===== config.mk =====
export PLATFORM = sky130hd
export DESIGN_NAME = sff_ctrl
export DESIGN_NICKNAME = d
export VERILOG_FILES = /design/src/hw/rtl/sff_pkg.sv /design/src/hw/rtl/sff_ctrl.sv
export SDC_FILE = /design/constraint.sdc
export NUM_CORES = 1
export LEC_CHECK = 0
export BUFFER_PORTS_ARGS = -buffer_cell sky130_fd_sc_hd__buf_2
export CAP_MARGIN = 20
export CORE_MARGIN = 4
export CORE_UTILIZATION = 45
export CTS_CLUSTER_DIAMETER = 30
export DETAILED_ROUTE_END_ITERATION = 7
export PLACE_DENSITY_LB_ADDON = 0.05
export SYNTH_ARGS = -nofsm -noshare
export SYNTH_HDL_FRONTEND = slang
export SYNTH_SLANG_ARGS = --single-unit

===== constraint.sdc =====
create_clock -name i_clk -period 4.4 [get_ports i_clk]
set_input_delay 0.66 -clock i_clk [delete_from_list [all_inputs] [get_ports i_clk]]
set_output_delay 0.66 -clock i_clk [all_outputs]
set_load 0.005 [all_outputs]

===== src/hw/rtl/sff_pkg.sv =====
// Shared types and codes for the scanline flood fill block.
package sff_pkg;

    localparam logic [1:0] KIND_WRITE = 2'd0;
    localparam logic [1:0] KIND_READ  = 2'd1;
    localparam logic [1:0] KIND_FILL  = 2'd2;

    localparam logic [1:0] ST_OK       = 2'd0;
    localparam logic [1:0] ST_OUTSIDE  = 2'd1;
    localparam logic [1:0] ST_OVERFLOW = 2'd2;

    localparam logic CFG_WIDTH  = 1'b0;
    localparam logic CFG_HEIGHT = 1'b1;

    typedef logic [3:0] t_op;
    localparam t_op OP_NONE      = 4'd0;
    localparam t_op OP_ITEM_WR   = 4'd1;
    localparam t_op OP_ITEM_RD   = 4'd2;
    localparam t_op OP_FILL_INIT = 4'd3;
    localparam t_op OP_POP       = 4'd4;
    localparam t_op OP_SEED_LD   = 4'd5;
    localparam t_op OP_LEFT      = 4'd6;
    localparam t_op OP_RSTART    = 4'd7;
    localparam t_op OP_RIGHT     = 4'd8;
    localparam t_op OP_REND      = 4'd9;
    localparam t_op OP_SROW      = 4'd10;
    localparam t_op OP_SCAN      = 4'd11;

    // signed column/row so that one past either edge is representable
    typedef logic signed [9:0] t_coord;

    typedef struct packed {
        t_op        op;
        logic       row_up;
        logic       fin;
        logic [1:0] fin_status;
        logic       fin_rd;
    } t_cmd;

    typedef struct packed {
        logic [1:0] kind;
        logic       outside;
        logic       same;
        logic       match;
        logic       sp_zero;
        logic       sp_full;
        logic       left_more;
        logic       right_more;
        logic       rstart_ok;
        logic       below_ok;
        logic       above_ok;
        logic       span_ok;
        logic       scan_more;
        logic       in_run;
    } t_sts;

endpackage


===== src/hw/rtl/sff_ctrl.sv =====
// Sequencer for requests and the scanline fill walk.
module sff_ctrl (
    input  logic          i_clk,
    input  logic          i_rst_n,
    input  logic          i_accept,
    input  sff_pkg::t_sts i_sts,
    output sff_pkg::t_cmd o_cmd,
    output logic          o_idle
);
    import sff_pkg::*;

    localparam logic [3:0] S_IDLE   = 4'd0;
    localparam logic [3:0] S_DECODE = 4'd1;
    localparam logic [3:0] S_RD     = 4'd2;
    localparam logic [3:0] S_FTGT   = 4'd3;
    localparam logic [3:0] S_POP    = 4'd4;
    localparam logic [3:0] S_SEED   = 4'd5;
    localparam logic [3:0] S_LEFT   = 4'd6;
    localparam logic [3:0] S_RSTART = 4'd7;
    localparam logic [3:0] S_RIGHT  = 4'd8;
    localparam logic [3:0] S_REND   = 4'd9;
    localparam logic [3:0] S_ROW_B  = 4'd10;
    localparam logic [3:0] S_SCAN_B = 4'd11;
    localparam logic [3:0] S_ROW_A  = 4'd12;
    localparam logic [3:0] S_SCAN_A = 4'd13;

    logic [3:0] r_state;
    logic [3:0] n_state;
    t_cmd       cmd;

    always_ff @(posedge i_clk) begin
        if (!i_rst_n) begin
            r_state <= S_IDLE;
        end else begin
            r_state <= n_state;
        end
    end

    always_comb begin
        n_state = r_state;
        cmd     = '0;
        unique case (r_state) inside
            S_IDLE: begin
                if (i_accept) begin
                    n_state = S_DECODE;
                end
            end
            S_DECODE: begin
                n_state = S_IDLE;
                unique case (i_sts.kind) inside
                    KIND_WRITE, KIND_READ, KIND_FILL: begin
                        if (i_sts.outside) begin
                            cmd.fin        = 1'b1;
                            cmd.fin_status = ST_OUTSIDE;
                        end else if (i_sts.kind == KIND_WRITE) begin
                            cmd.op  = OP_ITEM_WR;
                            cmd.fin = 1'b1;
                        end else begin
                            cmd.op  = OP_ITEM_RD;
                            n_state = (i_sts.kind == KIND_READ) ? S_RD : S_FTGT;
                        end
                    end
                    default: begin
                        cmd.fin = 1'b1;
                    end
                endcase
            end
            S_RD: begin
                cmd.fin    = 1'b1;
                cmd.fin_rd = 1'b1;
                n_state    = S_IDLE;
            end
            S_FTGT: begin
                if (i_sts.same) begin
                    cmd.fin = 1'b1;
                    n_state = S_IDLE;
                end else begin
                    cmd.op  = OP_FILL_INIT;
                    n_state = S_POP;
                end
            end
            S_POP: begin
                if (i_sts.sp_zero) begin
                    cmd.fin = 1'b1;
                    n_state = S_IDLE;
                end else begin
                    cmd.op  = OP_POP;
                    n_state = S_SEED;
                end
            end
            S_SEED: begin
                cmd.op  = OP_SEED_LD;
                n_state = S_LEFT;
            end
            S_LEFT: begin
                cmd.op = OP_LEFT;
                if (!(i_sts.match && i_sts.left_more)) begin
                    n_state = S_RSTART;
                end
            end
            S_RSTART: begin
                cmd.op  = OP_RSTART;
                n_state = i_sts.rstart_ok ? S_RIGHT : S_REND;
            end
            S_RIGHT: begin
                cmd.op = OP_RIGHT;
                if (!(i_sts.match && i_sts.right_more)) begin
                    n_state = S_REND;
                end
            end
            S_REND: begin
                cmd.op  = OP_REND;
                n_state = S_ROW_B;
            end
            S_ROW_B: begin
                if (i_sts.below_ok && i_sts.span_ok) begin
                    cmd.op  = OP_SROW;
                    n_state = S_SCAN_B;
                end else begin
                    n_state = S_ROW_A;
                end
            end
            S_ROW_A: begin
                if (i_sts.above_ok && i_sts.span_ok) begin
                    cmd.op     = OP_SROW;
                    cmd.row_up = 1'b1;
                    n_state    = S_SCAN_A;
                end else begin
                    n_state = S_POP;
                end
            end
            S_SCAN_B, S_SCAN_A: begin
                if (i_sts.match && !i_sts.in_run && i_sts.sp_full) begin
                    cmd.fin        = 1'b1;
                    cmd.fin_status = ST_OVERFLOW;
                    n_state        = S_IDLE;
                end else begin
                    cmd.op = OP_SCAN;
                    if (!i_sts.scan_more) begin
                        n_state = (r_state == S_SCAN_B) ? S_ROW_A : S_POP;
                    end
                end
            end
            default: begin
                n_state = S_IDLE;
            end
        endcase
    end

    assign o_cmd  = cmd;
    assign o_idle = (r_state == S_IDLE);

endmodule


**Word level (Yosys, flattened, before mapping)**

Cells that the tools add are included.

- Flip-flop bits (word level): 4
- Input port bits: 18
- Output and inout port bits: 10

- Eq/ne operators: 19
- Mux-type cells: 37
- Reduce and logical (&&, ||, !) cells: 12

Operators by type and width:

| operator | number |
|---|---|
| 4-bit one-hot mux with 12 select lines | 1 |
| 4-bit 2-to-1 mux | 11 |
| 4-bit one-hot mux with 11 select lines | 1 |
| 4-bit == test, second input constant | 6 |
| 4-bit by 3-bit == test with 1-bit output, second input constant | 4 |
| 3-bit 2-to-1 mux | 5 |
| 1-bit 2-to-1 mux | 11 |
| 2-bit 2-to-1 mux | 5 |
| 4-bit by 2-bit == test with 1-bit output, second input constant | 2 |
| 1-bit logical AND | 6 |
| 2-bit inequality test, second input constant | 3 |
| 5-bit 2-to-1 mux | 1 |
| 1-bit one-hot mux with 5 select lines | 1 |
| 4-bit by 1-bit == test with 1-bit output, second input constant | 1 |
| 4-bit zero test | 1 |
| 2-bit one-hot mux with 2 select lines | 1 |
| 4-bit AND reduction | 1 |
| 3-bit inequality test, second input constant | 1 |
| 3-bit OR reduction | 1 |
| 2-bit by 1-bit == test with 1-bit output, second input constant | 1 |
| 2-bit == test, second input constant | 1 |
| 2-bit zero test | 1 |
| 2-bit OR reduction | 1 |
| 1-bit zero test | 1 |

**Logic depth before layout (Yosys ltp)**

Gate-level depths: netlist of run 1.

- Depth after elaboration: 6
- Depth in mapped cells: 6
- Depth with buffers taken out: 4

**Least setup slack after synthesis of run 1**

Ideal clock, no wire load.

- Path kind: in2out
- Start point: input i_sts[0] (netlist name)
- End point: output o_cmd[6] (netlist name)
- Arrival: 1.455 ns
- Required time: 3.740 ns
- Slack: 2.285 ns
- Stages: 4
- Cells stage by stage: and3b_1 > buf_2 > o32ai_1 > a221o_1

RTL lines:

| item | line | RTL |
|---|---|---|
| from (decl) | sff_ctrl.sv:6 | `input sff_pkg::t_sts i_sts,` |
| to (decl) | sff_ctrl.sv:7 | `output sff_pkg::t_cmd o_cmd,` |

==> flow_metrics.py, run 1 <==
metrics = {
    "run_status": {
        "status": "finished, final reports clean",
    },
    "logic_synthesis": {
        "synth_nets": 113,
        "ys_async_sr_fraction": 0,
        "ys_seq_elements": 4,
        "yosysSeqAreaShare": 0.1174,
        "synthCells": 95,
        "syn_area_um2": 681.9,
        "ys_warn_count": 0,
        "ys.flop_type": "dfxtp_1",
        "synth-edff-count": 0,
        "syn_avg_cell_area_um2": 7.178,
        "ys_types": 44,
    },
    "detailed_routing": {
        "dr.pass1.iters": 4,
        "wl_per_cell_um": 14.29,
        "wl_um": 1900,
        "via_per_inst": 6.045,
        "drc_errors": 0,
        "ant_nets": 0,
        "drt-initial-drc-count": 12,
        "vias": 804,
    },
    "setup_path": {
        "r2r-start": "r_state[1]",
        "path_class": "flop to output port",
        "crit_required_ns": 3.74,
        "endpoint_kind": "output port",
        "ff2ff_setup_slack_ns": 2.37,
        "setup.worst_path.start": "r_state[1]",
        "path_cells": "or2b_1 -> a21o_1 -> o32ai_1 -> a221o_1 -> buf_2",
        "cp_max_fo": 21,
        "crit_slowest_cell": "dfxtp_1",
        "crit_path_start_kind": "flop",
        "r2r_cells": 4,
        "slowest_delay_ns": 0.72,
        "cp_num_buf_inv": 1,
        "r2r-end": "r_state[1]",
        "cpLargestDelayFamily": "flip-flops",
        "cp.arrival_ns": 2.06,
    },
    "placement": {
        "io_buffers": 27,
        "dp_cells": 130,
        "place_congestion": 0.8150,
        "dp_hpwl_um": 1422,
        "place_area_um2": 797.0,
    },
    "sta": {
        "max_freq_mhz": 368.2,
        "skew_ns": 0.002751,
        "rsz0062_at_grt": "false",
        "setup-tns-final_ns": 0,
        "drv_slew": 0,
        "tightestPinTransition_ns": 0.6418,
        "setup_violations": 0,
        "relSlewSlack": 0.5716,
        "fin_hold_ws_ns": 0.7066,
        "hold_viol_final": 0,
        "period_share": 0.6173,
        "fin_crit_ns": 2.716,
    },
    "final_layout": {
        "antenna_cells": 0,
        "instances_no_fill": 133,
        "layout.nets": 138,
        "top_register": "r_state",
        "final_common_cell": "buf_2",
        "mostFrequentLayoutCells": "buf_2, nand2_1, nor2_1, o21ai_0, a21oi_1",
        "largest_registers": "r_state (4)",
        "largest_reg_flops": 4,
        "final_area_um2": 819.5,
        "fillCellCount": 143,
        "area_delta_synth_final_pct": 20.18,
        "fin_util": 0.5998,
        "drive_gt1_frac": 0.3136,
    },
    "global_routing": {
        "overflow": 0,
        "track_usage": 0.1797,
        "grt_pass1_vias": 686,
        "grt_pass1_wl_um": 2932,
        "grt_max_degree": 22,
        "grt_antenna_before_repair": 0,
    },
    "power": {
        "leakage_nw": 0.3628,
        "cellPowerDensity_mw_per_mm2": 238.7,
        "irDropWorstVdd_mv": 0.1650,
    },
    "die": {
        "initial_core_util": 0.4991,
        "rows": 13,
        "fp.dieH_um": 46.93,
        "die_w_um": 46.93,
        "core_mm2": 0.001366,
        "die-area_mm2": 0.002202,
        "io_pins": 28,
    },
    "cts": {
        "cts_htree_levels": 1,
        "clk_latency_ns": 0.23,
        "cts_resized": 0,
        "cts.path.max_buffers": 2,
        "cts.clk_slew.worst_paths_ns": 0.03,
        "cts_tree": "built",
        "cts.sinks": 4,
        "postCtsHoldBufs": 0,
        "cts-root-buf": "clkbuf_4",
        "postCtsSetupBuffers": 0,
        "numCtsBuffers": 3,
    },
    "job": {
        "maxCapViolCount": 0,
    },
    "worst_hold_path": {
        "min_path_type": "flop to flop",
        "hold_end": "r_state[3]",
        "hold_path_depth": 2,
        "hp-start": "r_state[3]",
    },
}
## per-layer routing
metal  global-route usage  part of all wire  vias to the layer above
li1                     -                 -                      410
met4              0.04972                 0                        0
met2               0.2846              0.47                       24
met5                    0                 0                        -
met1               0.2545              0.47                      370
met3              0.02299             0.059                        0
## how the worst max path moves through the flow
| stage | slack (ns) | to | depth (start not counted) |
|---|---|---|---|
| after global placement | 1.98 | o_cmd[6] | 5 |
| final | 1.68 | o_cmd[6] | 5 |
| after CTS | 1.69 | o_cmd[6] | 5 |
| after floorplan | 2.28 | o_cmd[6] | 4 |
| after global routing | 1.58 | o_cmd[6] | 5 |
| after detailed placement | 1.94 | o_cmd[6] | 5 |
## logic make-up after synthesis
kind of cell | Yosys count | synth area share
compound gates | 34 | 0.3835
xor+xnor | 1 | 0.01285
buf+inv | 10 | 0.07338
flops | 4 | 0.1174
mux | 2 | 0.02936
simple gates | 44 | 0.3835
## power by group
| part | internal (mW) | switching (mW) |
|---|---|---|
| sequential | 0.0408 | 0.0184 |
| clock | 0.0303 | 0.0119 |
| combinational | 0.0489 | 0.0454 |
| total | 0.120 | 0.0757 |
## layout make-up
type | count | area [um^2] | share of cell area
inverter | 3 | 11.26 | 0.01374
clock buffer | 3 | 22.52 | 0.02748
sequential | 4 | 80.08 | 0.09771
timing repair buffer | 27 | 135.1 | 0.1649
tap | 15 | 18.77 | 0.02290
multi-input combinational | 81 | 551.8 | 0.6733
## metrics by stage
step                      setup WS, ns  power (mW)
after floorplan                  2.285      0.1218
after global placement           1.979      0.1532
after detailed placement         1.940      0.1523
after CTS                        1.693      0.1971
after global routing             1.577      0.2132
final                            1.684      0.1956
## Yosys cell counts (2+ instances only)
master     n  area, um^2
clkbuf_1   4       15.01
nor2b_1    2       12.51
or2_2      2       12.51
a211oi_1   2       15.01
nor2_1     7       26.28
a21oi_1    6       30.03
nor3_1     2       10.01
a31oi_1    2       12.51
dfxtp_1    4       80.08
nand2b_1   3       18.77
mux2i_1    2       20.02
inv_1      3       11.26
or2b_1     4       30.03
a21o_1     2       15.01
a221o_1    2       20.02
o311ai_0   2       17.52
nand2_1   11       41.29
nand4b_1   3       26.28
o21ai_0    7       35.03
## worst reg2reg max path, cell delays in order, from the launching register on
cell and delay, ns:
dfxtp_1 0.72, or2b_1 0.41, a2111oi_4 0.44, or3_4 0.22
mux2i_1 0.17
Power figures use the tool's default switching activity.
==> run 2: changes to the inputs <==
==> constraint.sdc (replaced) <==
create_clock -name i_clk -period 2.55 [get_ports i_clk]
set_input_delay 0.3825 -clock i_clk [delete_from_list [all_inputs] [get_ports i_clk]]
set_output_delay 0.3825 -clock i_clk [all_outputs]
set_load 0.005 [all_outputs]
==> run 2 against run 1 <==
Effect of this change:
- die area unchanged
- count of clock-buffer cells in the layout unchanged
- non-clock buffer count rose by 3
- critical endpoint unchanged
- highest routed layer is now met4
==> flow_metrics.py, run 2 (synthesis results as in run 1) <==
metrics = {
    "cts": {
        "cts_htree_levels": 1,
        "cts-root-buf": "clkbuf_4",
        "cts.path.max_buffers": 2,
        "clk_latency_ns": 0.22,
        "cts.sinks": 4,
        "postCtsSetupBuffers": 0,
        "cts.clk_slew.worst_paths_ns": 0.04,
        "cts_tree": "built",
        "cts_resized": 0,
        "postCtsHoldBufs": 0,
        "numCtsBuffers": 3,
    },
    "detailed_routing": {
        "via_per_inst": 6.044,
        "drt-initial-drc-count": 14,
        "dr.pass1.iters": 4,
        "vias": 822,
        "drc_errors": 0,
        "wl_per_cell_um": 14.15,
        "wl_um": 1925,
        "ant_nets": 0,
    },
    "final_layout": {
        "mostFrequentLayoutCells": "buf_2, nand2_1, nor2_1, o21ai_0, a21oi_1",
        "largest_registers": "r_state (4)",
        "largest_reg_flops": 4,
        "layout.nets": 141,
        "top_register": "r_state",
        "drive_gt1_frac": 0.3306,
        "instances_no_fill": 136,
        "final_common_cell": "buf_2",
        "antenna_cells": 0,
        "area_delta_synth_final_pct": 23.49,
        "final_area_um2": 842.1,
        "fin_util": 0.6163,
    },
    "placement": {
        "io_buffers": 27,
        "dp_cells": 133,
        "dp_hpwl_um": 1495,
        "place_area_um2": 819.5,
        "place_congestion": 0.8774,
    },
    "setup_path": {
        "slowest_delay_ns": 0.60,
        "crit_required_ns": 2.17,
        "crit_slowest_cell": "dfxtp_1",
        "path_class": "flop to output port",
        "endpoint_kind": "output port",
        "r2r_cells": 4,
        "cp_max_fo": 17,
        "crit_path_end": "o_cmd[6]",
        "crit_path_start_kind": "flop",
        "ff2ff_setup_slack_ns": 0.70,
        "cpLargestDelayFamily": "compound AO/OA/AOI/OAI gates",
        "setup.worst_path.start": "r_state[2]",
        "crit_cells": 5,
        "path_cells": "or2b_1 -> a21o_1 -> o32ai_1 -> a221o_1 -> buf_2",
        "r2r-start": "r_state[3]",
        "cp.arrival_ns": 1.95,
        "cp_num_buf_inv": 1,
        "r2r-end": "r_state[2]",
    },
    "sta": {
        "setup-tns-final_ns": 0,
        "drv_slew": 0,
        "skew_ns": 0.003633,
        "hold_viol_final": 0,
        "relSlewSlack": 0.6307,
        "period_share": 0.9134,
        "setup_violations": 0,
        "tightestPinTransition_ns": 0.5531,
        "rsz0062_at_grt": "false",
        "max_freq_mhz": 429.3,
        "fin_crit_ns": 2.329,
        "fin_hold_ws_ns": 0.4756,
    },
    "global_routing": {
        "grt_pass1_vias": 699,
        "grt_max_degree": 20,
        "track_usage": 0.1845,
        "grt_pass1_wl_um": 3001,
        "overflow": 0,
        "grt_antenna_before_repair": 0,
    },
    "die": {
        "initial_core_util": 0.4991,
        "rows": 13,
        "fp.dieH_um": 46.93,
        "core_mm2": 0.001366,
        "die_w_um": 46.93,
        "die-area_mm2": 0.002202,
        "io_pins": 28,
    },
    "power": {
        "leakage_nw": 0.3775,
        "cellPowerDensity_mw_per_mm2": 408.2,
        "irDropWorstVdd_mv": 0.3322,
    },
    "job": {
        "maxCapViolCount": 0,
    },
    "run_status": {
        "status": "finished, final reports clean",
    },
    "worst_hold_path": {
        "min_path_type": "primary input to flop",
    },
}
## run 2: routing by layer
layer | wire length (um) | GRT usage | vias up | share of wire
met5 | 0 | 0 | - | 0
met4 | 11 | 0.06630 | 0 | 0.0057
met3 | 136 | 0 | 3 | 0.071
met2 | 918 | 0.3035 | 36 | 0.48
met1 | 859 | 0.2597 | 370 | 0.45
li1 | - | - | 413 | -
## run 2: layout make-up
cell class                      instances  area [um^2]
Inverter                                3        11.26
Tap cell                               15        18.77
Sequential cell                         4        80.08
Multi-Input combinational cell         81        551.8
Fill cell                             135        524.3
Timing Repair Buffer                   30        157.7
Clock buffer                            3        22.52
## run 2: worst min path at each step
stage               start         end  slack (ns)  depth (start not counted)
6_report          i_rst_n  r_state[3]        0.48                          3
5_1_grt           i_rst_n  r_state[3]        0.50                          3
4_1_cts           i_rst_n  r_state[3]        0.47                          3
3_5_place_dp   r_state[3]  r_state[3]        0.70                          2
3_3_place_gp      i_rst_n  r_state[1]        0.69                          3
2_1_floorplan     i_rst_n  r_state[1]        0.53                          2
## run 2: power by group
| group | total [mW] | switching [mW] | internal (mW) | leakage [nW] |
|---|---|---|---|---|
| logic | 0.181 | 0.0909 | 0.0897 | 0.331 |
| registers | 0.0907 | 0.0202 | 0.0705 | 0.0327 |
| clock network | 0.0724 | 0.0202 | 0.0522 | 0.0138 |
| total | 0.344 | 0.131 | 0.212 | 0.377 |
## run 2: worst register-to-register path: stages, from the launching register on
cell,delay [ns]
dfxtp_1,0.66
and4b_1,0.26
o211a_1,0.24
or3_4,0.36
o31ai_2,0.25
## run 2: metrics by stage
stage / setup slack [ns] / power [mW]
global placement: 0.5379 / 0.2707
global route: 0.1037 / 0.3730
detailed placement: 0.4898 / 0.2696
finish: 0.2207 / 0.3437
floorplan: 0.9619 / 0.2101
CTS: 0.2404 / 0.3464
